`config.mk`:
```
export PLATFORM = sky130hd
export DESIGN_NAME = tree_token_mutex_node_unit
export DESIGN_NICKNAME = d
export VERILOG_FILES = /design/src/sv/ttmn_pkg.sv /design/src/sv/ttmn_queue_ram.sv /design/src/sv/ttmn_exec.sv /design/src/sv/ttmn_out_buf.sv /design/src/sv/tree_token_mutex_node_unit.sv
export SDC_FILE = /design/constraint.sdc
export NUM_CORES = 1
export LEC_CHECK = 0
export ABC_AREA = 1
export BUFFER_PORTS_ARGS = -buffer_cell sky130_fd_sc_hd__buf_4
export CAP_MARGIN = 30
export CORE_MARGIN = 3
export CORE_UTILIZATION = 40
export CTS_CLUSTER_DIAMETER = 80
export DETAILED_ROUTE_END_ITERATION = 10
export HOLD_SLACK_MARGIN = 0.12
export SYNTH_ARGS = -nofsm -noshare
export SYNTH_HDL_FRONTEND = slang
export SYNTH_HIERARCHICAL = 1
export SYNTH_SLANG_ARGS = --single-unit
```
`constraint.sdc`:
```
create_clock -name clk -period 3.15 [get_ports clk]
set_clock_uncertainty 0.1 [all_clocks]
set_input_delay 0.1575 -clock clk [delete_from_list [all_inputs] [get_ports clk]]
set_output_delay 0.1575 -clock clk [all_outputs]
set_load 0.05 [all_outputs]
```
`src/sv/ttmn_pkg.sv`:
```
// ----------------------------------------------------------------------------
// ttmn_pkg
// Shared types and constants for the tree token mutex node.
// ----------------------------------------------------------------------------
package ttmn_pkg;

  localparam int DEF_QUEUE_DEPTH = 16;
  localparam int DEF_NODE_BITS   = 8;
  localparam int ID_W            = 8;
  localparam int CFG_ADDR_W      = 2;

  localparam logic [CFG_ADDR_W-1:0] CFG_SELF_ID   = 2'd0;
  localparam logic [CFG_ADDR_W-1:0] CFG_INIT_HOLD = 2'd1;

  typedef enum logic [1:0] {
    FUNC_LOCAL  = 2'd0,
    FUNC_REMOTE = 2'd1,
    FUNC_TOKEN  = 2'd2
  } func_t;

  typedef enum logic [1:0] {
    ACT_TOKEN    = 2'd0,
    ACT_REQUEST  = 2'd1,
    ACT_ENTER    = 2'd2,
    ACT_OVERFLOW = 2'd3
  } action_t;

  typedef struct packed {
    action_t         action;
    logic [ID_W-1:0] dest_node;
    logic            last;
  } result_t;

  typedef struct packed {
    logic [1:0] num;
    result_t    r0;
    result_t    r1;
  } res_push_t;

endpackage

```
`src/sv/ttmn_queue_ram.sv`:
```
// ----------------------------------------------------------------------------
// ttmn_queue_ram
// Pending requester queue storage: one write port, one registered read port.
// ----------------------------------------------------------------------------
module ttmn_queue_ram #(
  parameter int QUEUE_DEPTH = 16,
  parameter int NODE_BITS   = 8,
  localparam int PTR_W      = $clog2(QUEUE_DEPTH)
) (
  input  logic                 clk,
  input  logic                 we,
  input  logic [PTR_W-1:0]     waddr,
  input  logic [NODE_BITS-1:0] wdata,
  input  logic                 re,
  input  logic [PTR_W-1:0]     raddr,
  output logic [NODE_BITS-1:0] rdata
);

  logic [NODE_BITS-1:0] mem [QUEUE_DEPTH];
  logic [NODE_BITS-1:0] rdata_r;

  always_ff @(posedge clk) begin
    if (we) begin
      mem[waddr] <= wdata;
    end
  end

  always_ff @(posedge clk) begin
    if (re) begin
      rdata_r <= mem[raddr];
    end
  end

  assign rdata = rdata_r;

endmodule

```
`src/sv/ttmn_exec.sv`:
```
// ----------------------------------------------------------------------------
// ttmn_exec
// Event execution: holder, queue pointers and configuration; reads the queue
// front, applies one event and produces up to two results.
// ----------------------------------------------------------------------------
module ttmn_exec import ttmn_pkg::*; #(
  parameter int QUEUE_DEPTH = DEF_QUEUE_DEPTH,
  parameter int NODE_BITS   = DEF_NODE_BITS,
  localparam int PTR_W      = $clog2(QUEUE_DEPTH),
  localparam int CNT_W      = $clog2(QUEUE_DEPTH + 1)
) (
  input  logic                  clk,
  input  logic                  rst_n,
  input  logic                  accept,
  input  logic [1:0]            in_func,
  input  logic [ID_W-1:0]       in_requester,
  input  logic                  cfg_we,
  input  logic [CFG_ADDR_W-1:0] cfg_addr,
  input  logic [ID_W-1:0]       cfg_wdata,
  output logic                  busy,
  output logic                  q_we,
  output logic [PTR_W-1:0]      q_waddr,
  output logic [NODE_BITS-1:0]  q_wdata,
  output logic                  q_re,
  output logic [PTR_W-1:0]      q_raddr,
  input  logic [NODE_BITS-1:0]  q_rdata,
  output res_push_t             push
);

  logic                 busy_r;
  logic [1:0]           func_r;
  logic [NODE_BITS-1:0] req_r;
  logic [NODE_BITS-1:0] self_r;
  logic [NODE_BITS-1:0] holder_r, holder_nxt;
  logic [PTR_W-1:0]     head_r, head_nxt;
  logic [CNT_W-1:0]     count_r, count_nxt;

  logic [PTR_W:0]       tail_sum;
  logic [PTR_W-1:0]     tail, head_inc;
  logic                 full, here;
  logic                 push_req, serve;
  logic [NODE_BITS-1:0] push_id, front;
  logic [CNT_W-1:0]     remain;

  assign full     = count_r == CNT_W'(QUEUE_DEPTH);
  assign here     = holder_r == self_r;
  assign tail_sum = {1'b0, head_r} + (PTR_W + 1)'(count_r);
  assign tail     = (tail_sum >= (PTR_W + 1)'(QUEUE_DEPTH)) ?
                    PTR_W'(tail_sum - (PTR_W + 1)'(QUEUE_DEPTH)) : PTR_W'(tail_sum);
  assign head_inc = (head_r == PTR_W'(QUEUE_DEPTH - 1)) ? '0 : head_r + 1'b1;
  assign push_id  = (func_t'(func_r) == FUNC_LOCAL) ? self_r : req_r;

  always_comb begin
    holder_nxt = holder_r;
    head_nxt   = head_r;
    count_nxt  = count_r;
    q_we       = 1'b0;
    q_waddr    = tail;
    q_wdata    = push_id;
    push_req   = 1'b0;
    serve      = 1'b0;
    front      = q_rdata;
    remain     = count_r;
    push       = '{num: 2'd0,
                   r0: '{action: ACT_TOKEN, dest_node: '0, last: 1'b0},
                   r1: '{action: ACT_TOKEN, dest_node: '0, last: 1'b0}};
    if (busy_r) begin
      case (func_t'(func_r))
        FUNC_LOCAL: begin
          if (here) begin
            push.num = 2'd1;
            push.r0  = '{action: ACT_ENTER, dest_node: '0, last: 1'b1};
          end else begin
            push_req = 1'b1;
          end
        end
        FUNC_REMOTE: push_req = 1'b1;
        FUNC_TOKEN: begin
          holder_nxt = self_r;
          if (count_r != '0) begin
            if (q_rdata == self_r) begin
              head_nxt  = head_inc;
              count_nxt = count_r - 1'b1;
              push.num  = 2'd1;
              push.r0   = '{action: ACT_ENTER, dest_node: '0, last: 1'b1};
            end else begin
              serve  = 1'b1;
              remain = count_r - 1'b1;
            end
          end
        end
        default: ;
      endcase

      if (push_req) begin
        if (full) begin
          push.num = 2'd1;
          push.r0  = '{action: ACT_OVERFLOW, dest_node: '0, last: 1'b1};
        end else begin
          q_we      = 1'b1;
          count_nxt = count_r + 1'b1;
          if (here) begin
            serve  = 1'b1;
            front  = (count_r == '0) ? push_id : q_rdata;
            remain = count_r;
          end else begin
            push.num = 2'd1;
            push.r0  = '{action: ACT_REQUEST, dest_node: ID_W'(holder_r), last: 1'b1};
          end
        end
      end

      if (serve) begin
        holder_nxt = front;
        head_nxt   = head_inc;
        count_nxt  = remain;
        push.r0    = '{action: ACT_TOKEN, dest_node: ID_W'(front), last: 1'b0};
        if (remain != '0) begin
          push.num = 2'd2;
          push.r1  = '{action: ACT_REQUEST, dest_node: ID_W'(front), last: 1'b1};
        end else begin
          push.num     = 2'd1;
          push.r0.last = 1'b1;
        end
      end
    end
  end

  always_ff @(posedge clk) begin
    if (!rst_n) begin
      busy_r   <= 1'b0;
      self_r   <= '0;
      holder_r <= '0;
      head_r   <= '0;
      count_r  <= '0;
    end else begin
      busy_r   <= accept;
      holder_r <= holder_nxt;
      head_r   <= head_nxt;
      count_r  <= count_nxt;
      if (cfg_we && cfg_addr == CFG_SELF_ID) begin
        self_r <= NODE_BITS'(cfg_wdata);
      end
      if (cfg_we && cfg_addr == CFG_INIT_HOLD) begin
        holder_r <= NODE_BITS'(cfg_wdata);
      end
    end
  end

  always_ff @(posedge clk) begin
    if (accept) begin
      func_r <= in_func;
      req_r  <= NODE_BITS'(in_requester);
    end
  end

  assign busy    = busy_r;
  assign q_re    = accept;
  assign q_raddr = head_r;

endmodule

```
`src/sv/ttmn_out_buf.sv`:
```
// ----------------------------------------------------------------------------
// ttmn_out_buf
// Four-entry result buffer; takes up to two results per cycle.
// ----------------------------------------------------------------------------
module ttmn_out_buf import ttmn_pkg::*; (
  input  logic            clk,
  input  logic            rst_n,
  input  res_push_t       push,
  output logic            room2,
  output logic            out_valid,
  input  logic            out_ready,
  output result_t         out_res
);

  result_t    ent_r [4];
  logic [1:0] wptr_r, rptr_r;
  logic [2:0] cnt_r;
  logic       pop;

  assign pop       = out_valid && out_ready;
  assign out_valid = cnt_r != 3'd0;
  assign out_res   = ent_r[rptr_r];
  assign room2     = cnt_r <= 3'd2;

  always_ff @(posedge clk) begin
    if (!rst_n) begin
      wptr_r <= '0;
      rptr_r <= '0;
      cnt_r  <= '0;
    end else begin
      wptr_r <= wptr_r + push.num;
      rptr_r <= rptr_r + {1'b0, pop};
      cnt_r  <= cnt_r + {1'b0, push.num} - {2'b0, pop};
    end
  end

  always_ff @(posedge clk) begin
    if (push.num != 2'd0) begin
      ent_r[wptr_r] <= push.r0;
    end
    if (push.num == 2'd2) begin
      ent_r[wptr_r + 2'd1] <= push.r1;
    end
  end

endmodule

```
`src/sv/tree_token_mutex_node_unit.sv`:
```
// ----------------------------------------------------------------------------
// tree_token_mutex_node_unit
// An accepted event reads the queue front, then executes, writing up to two
// results into the output buffer; no new event is taken while one executes
// or the buffer lacks room for two. Results drain one per cycle on out_ready.
// Reset clears holder, queue pointers and config; queue RAM is not cleared.
// ----------------------------------------------------------------------------
module tree_token_mutex_node_unit import ttmn_pkg::*; #(
  parameter int QUEUE_DEPTH = DEF_QUEUE_DEPTH,
  parameter int NODE_BITS   = DEF_NODE_BITS
) (
  input  logic                  clk,
  input  logic                  rst_n,
  input  logic                  in_valid,
  output logic                  in_ready,
  input  logic [1:0]            in_func,
  input  logic [ID_W-1:0]       in_requester,
  output logic                  out_valid,
  input  logic                  out_ready,
  output logic [1:0]            out_action,
  output logic [ID_W-1:0]       out_dest_node,
  output logic                  out_last,
  input  logic                  cfg_we,
  input  logic [CFG_ADDR_W-1:0] cfg_addr,
  input  logic [ID_W-1:0]       cfg_wdata
);

  localparam int PTR_W = $clog2(QUEUE_DEPTH);

  logic                 accept, busy, room2;
  logic                 q_we, q_re;
  logic [PTR_W-1:0]     q_waddr, q_raddr;
  logic [NODE_BITS-1:0] q_wdata, q_rdata;
  res_push_t            push;
  result_t              res;

  assign in_ready = !busy && room2;
  assign accept   = in_valid && in_ready;

  ttmn_queue_ram #(
    .QUEUE_DEPTH (QUEUE_DEPTH),
    .NODE_BITS   (NODE_BITS)
  ) u_ram (
    .clk   (clk),
    .we    (q_we),
    .waddr (q_waddr),
    .wdata (q_wdata),
    .re    (q_re),
    .raddr (q_raddr),
    .rdata (q_rdata)
  );

  ttmn_exec #(
    .QUEUE_DEPTH (QUEUE_DEPTH),
    .NODE_BITS   (NODE_BITS)
  ) u_exec (
    .clk          (clk),
    .rst_n        (rst_n),
    .accept       (accept),
    .in_func      (in_func),
    .in_requester (in_requester),
    .cfg_we       (cfg_we),
    .cfg_addr     (cfg_addr),
    .cfg_wdata    (cfg_wdata),
    .busy         (busy),
    .q_we         (q_we),
    .q_waddr      (q_waddr),
    .q_wdata      (q_wdata),
    .q_re         (q_re),
    .q_raddr      (q_raddr),
    .q_rdata      (q_rdata),
    .push         (push)
  );

  ttmn_out_buf u_obuf (
    .clk       (clk),
    .rst_n     (rst_n),
    .push      (push),
    .room2     (room2),
    .out_valid (out_valid),
    .out_ready (out_ready),
    .out_res   (res)
  );

  assign out_action    = res.action;
  assign out_dest_node = res.dest_node;
  assign out_last      = res.last;

endmodule

```
==> summary by stage <==
Layout
In the final layout, flip-flops and latches occupy about 6400 um^2. In the final layout, the share of cells above drive strength 1 is 0.157. The layout has 2772 filler cells. The final antenna diode count is 0. The final non-filler cell area is between 10000 and 15000 um^2. The final core area utilization is 0.482. Compared with the post-synthesis result, the final layout area differs by 17.8%. Summing all multi-input logic gate instances after layout gives 4370 um^2. For this run, the number of standard cells in the final layout without fillers is ~1900. For this run, the post-layout net count is around 1500.

Synthesis
The Yosys step of the flow raised 6 warnings. The net count after synthesis is between 1000 and 1500. The average instance area after synthesis is about 8.6 um^2.

The sequential element share of the synthesized area is 0.539. By area the synthesized netlist is led by sky130_fd_sc_hd__edfxtp_1 48%, sky130_fd_sc_hd__nand2_1 14%, sky130_fd_sc_hd__nand3_1 6.6%. Among all cell types in the netlist, the one instantiated most often is sky130_fd_sc_hd__nand2_1. Of the post-synthesis cell area, the dominant cell type holds 0.483. The synthesized netlist occupies a cell area of about 12000 um^2.

The number of flops mapped to enable cells by yosys is 190. The number of register bits inferred by synthesis is 223. Among all flip-flop cells after synthesis, the most frequent one is sky130_fd_sc_hd__edfxtp_1.

After synthesis, the netlist uses 43 different library cells. In the synthesized netlist, the cells that appear most often are 444 x sky130_fd_sc_hd__nand2_1, 190 x sky130_fd_sc_hd__edfxtp_1, 164 x sky130_fd_sc_hd__inv_1. The gate count after technology mapping is approximately 1400. For this run, asynchronously set or reset flops after synthesis account for 0. sky130_fd_sc_hd__edfxtp_1 takes more of the synthesized area than any other cell.

Placement
Detailed placement finished with a half-perimeter wire length of 20.1 mm. The count of buffers from port buffering is 37. The post-placement cell area is about 13000 um^2.

OpenSTA, run right after detailed placement, puts the worst setup slack at just under 40 ps. At the end of routability-driven placement, the weighted congestion stood at 0.916. The placed instance count is between 1500 and 2000.

Clock network
Clock-pin slew was measured on the worst setup and hold paths at 60 ps. The TritonCTS clock tree is yes. CTS placed an instance of sky130_fd_sc_hd__clkbuf_16 at the clock tree root. In this run, CTS created clock tree buffers numbering 25. The longest clock path from root to sink contains 3 buffers. For the worst-skew pair, the clock arrives at the later sink with an insertion delay of 530 ps. The CTS H-tree depth is 1.

The clock net in this run drives a total of approximately 220 sinks.

Critical path
The minimum setup slack among reg-to-reg paths is approximately 160 ps. The signal arrival time at the worst endpoint is 3320 ps. The largest fanout of any net on the critical path is 7. The launching element of the worst setup path is u_ram/rdata[5]. The most critical setup path has its endpoint at u_obuf/cnt_r[2].

The worst reg2reg path endpoint is u_obuf/cnt_r[2]. STA classifies the critical path startpoint as a flop. The worst setup path is of the reg -> reg kind. Counting cells, the worst reg-to-reg path comes to 21. The category of the worst setup path capture point is a flop. The data required time of the worst path is approximately 3500 ps. In this run the critical register-to-register path is launched from u_ram/rdata[5].

Drt
The via count is 9376. The initial DRC count is 760. The post-detailed-route DRC marker count is 0. The routed wire length per instance is between 15 and 20 um. Summed over all layers, the routed wires come to between 30 and 40 mm.

The number of routed nets with antenna violations is 0. Before antenna repair, the detailed router went through 6 iterations. In the routed layout, each cell is associated on average with a via count of approximately 5.0.

Timing
The final worst slack is 155 ps. The highest achievable clock rate is approximately 0.33 GHz. Setup repair after global routing could not meet its margin everywhere. The number of setup violations in the final report is 0. The ratio of final minimum period to clock period is 0.951. The minimum hold slack is ~150 ps. For the final routed database, the setup TNS stands at 0 ps. At the pin with the least slew margin, the transition time is around 800 ps. Subtracting the final worst setup slack from the clock period gives 2990 ps. The number of failing hold endpoints at the final stage is 0. The number of pins with negative max-slew slack in the final report is 0.

Headroom to the max-slew limit came out at 0.463.

Floorplan
The starting utilization of the core area is 0.409. Measured along the x axis, the die boundary spans between 150 and 200 um. After floorplanning, the core was divided into between 60 and 70 placement rows. The die covers between 30000 and 40000 um^2. From bottom edge to top edge, the die measures 178 um. The boundary pin count is 38. The region available for standard cell placement spans 28900 um^2.

Global route
The global route total overflow is 0. The initial antenna violation count is 0. The number of global-route vias before repair came to 8819.

The largest net degree at the start of global routing is 33. The total routing usage reported by global routing is 0.192. The global-route wire length before repair is about 48 mm.

Pwr
The analysis attributes to cell leakage a power of about 5.9 nW. The power per cell area is 614 nW/um^2. The overall power after layout is between 8 and 9 mW.

The maximum ir drop on the vdd rail is ~0.47 mV.

Hold path
The worst hold path belongs to the class in -> reg. Along the worst hold path, the cell count comes to 8. The worst hold path begins at cfg_we.

Status
The flow ran to the end, and the final reports show no timing, DRC or antenna violations.

Run
Across the run, the number of max-cap violations was 0.
[power by group]
| part | leakage [nW] | internal [mW] | switching, mW | total [mW] |
|---|---|---|---|---|
| Clock | 0.391 | 1.68 | 1.15 | 2.84 |
| Combinational | 3.47 | 0.678 | 1.51 | 2.19 |
| Sequential | 2.05 | 3.43 | 0.0804 | 3.51 |
| Total | 5.91 | 5.79 | 2.74 | 8.54 |
[critical path: stages, from the launching register on]
cell	delay, ps
sky130_fd_sc_hd__edfxtp_1	440
sky130_fd_sc_hd__inv_2	90
sky130_fd_sc_hd__nand2_1	60
sky130_fd_sc_hd__nand2_1	70
sky130_fd_sc_hd__nand3_2	100
sky130_fd_sc_hd__nor2_4	160
sky130_fd_sc_hd__nand2_4	100
sky130_fd_sc_hd__nand3_4	90
sky130_fd_sc_hd__nand2_1	70
sky130_fd_sc_hd__nand3_1	80
sky130_fd_sc_hd__nor2_1	50
sky130_fd_sc_hd__nand2_1	110
sky130_fd_sc_hd__inv_2	70
sky130_fd_sc_hd__nor3_4	130
sky130_fd_sc_hd__inv_2	50
sky130_fd_sc_hd__ha_1	270
sky130_fd_sc_hd__inv_1	50
sky130_fd_sc_hd__fa_1	420
sky130_fd_sc_hd__xor2_1	210
sky130_fd_sc_hd__nand2_1	80
sky130_fd_sc_hd__nand2_1	60
sky130_fd_sc_hd__nor2_1	40
[worst min path at each step]
| stage | end |
|---|---|
| after floorplan | u_obuf/cnt_r[0] |
| after global placement | u_exec/req_r[4] |
| after detailed placement | u_exec/req_r[0] |
| after CTS | u_exec/holder_r[7] |
| after global routing | u_exec/holder_r[1] |
| final | u_exec/holder_r[0] |
[area by class of cell]
type                       instances  share of cell area
tap                              384              0.0345
clock inverter                     8             0.00495
multi-input combinational        907               0.314
timing repair buffer             144              0.0858
clock buffer                      37              0.0526
inverter                         186              0.0503
sequential                       223               0.458
[cells by family after synthesis]
logic type / Yosys count / synth area share
AOI/OAI and AO/OA: 145 / 0.0736
xor gates and xnor gates: 15 / 0.0111
adders and majority gates: 11 / 0.0129
buffers and inverters: 245 / 0.0950
DFF: 223 / 0.539
other: 1 / 0.000318
and+or+nand+nor: 735 / 0.268
[registers in the layout (all words and copies together) (netlist names)]
name,flops
u_exec/busy,1
u_exec/count_r,5
u_exec/func_r,2
u_exec/holder_r,8
u_exec/q_raddr,4
u_exec/req_r,8
u_exec/self_r,8
u_obuf/cnt_r,3
u_obuf/ent_r,44
u_obuf/rptr_r,2
u_obuf/wptr_r,2
u_ram/mem,128
u_ram/rdata,8
[per-layer routing]
layer  vias up  global-route usage  share of wire
met5         -                   0              0
met4         0              0.0537          0.026
met3        44              0.0225          0.059
met2       274               0.315           0.47
met1      4377               0.270           0.45
li1       4681                   -              -
[placed cells by master (no fill, tap or decap), types with 2 or more instances in the layout]
cell type / synthesis / final
sky130_fd_sc_hd__xor2_1: 7 / 7
sky130_fd_sc_hd__o22ai_1: 11 / 11
sky130_fd_sc_hd__a21oi_2: 2 / 2
sky130_fd_sc_hd__a21oi_1: 33 / 33
sky130_fd_sc_hd__inv_2: 18 / 19
sky130_fd_sc_hd__ha_1: 9 / 9
sky130_fd_sc_hd__clkinv_2: 1 / 4
sky130_fd_sc_hd__nand3_1: 156 / 155
sky130_fd_sc_hd__buf_4: 10 / 111
sky130_fd_sc_hd__o31ai_1: 4 / 4
sky130_fd_sc_hd__dfxtp_1: 33 / 32
sky130_fd_sc_hd__edfxtp_1: 190 / 190
sky130_fd_sc_hd__clkbuf_16: 0 / 26
sky130_fd_sc_hd__clkbuf_1: 7 / 7
sky130_fd_sc_hd__clkinv_1: 3 / 5
sky130_fd_sc_hd__nor2_1: 96 / 96
sky130_fd_sc_hd__nor2_4: 2 / 5
sky130_fd_sc_hd__nand2_1: 444 / 443
sky130_fd_sc_hd__inv_1: 164 / 163
sky130_fd_sc_hd__dlygate4sd3_1: 0 / 30
sky130_fd_sc_hd__fa_1: 2 / 2
sky130_fd_sc_hd__o21ai_0: 43 / 42
sky130_fd_sc_hd__nand3b_1: 2 / 2
sky130_fd_sc_hd__nor2_2: 5 / 2
sky130_fd_sc_hd__o21ai_2: 28 / 29
sky130_fd_sc_hd__nand3_2: 9 / 9
sky130_fd_sc_hd__clkbuf_8: 0 / 4
sky130_fd_sc_hd__nor2_8: 2 / 2
sky130_fd_sc_hd__buf_12: 0 / 3
sky130_fd_sc_hd__nand4_1: 3 / 3
sky130_fd_sc_hd__o21ai_1: 21 / 21
sky130_fd_sc_hd__xnor2_1: 8 / 8
sky130_fd_sc_hd__nand2_2: 8 / 8
sky130_fd_sc_hd__nand2_4: 3 / 4
[what timing repair did]
item | 4_1_cts | 5_1_grt
setup endpoints to repair | 1 | 61
pin swaps | 0 | 4
setup buffers | 0 | 3
hold buffers | 30 | 0
gates resized for setup | 1 | 10
endpoints found under the hold margin | 44 | 0
(Power assumes the default switching activity.)
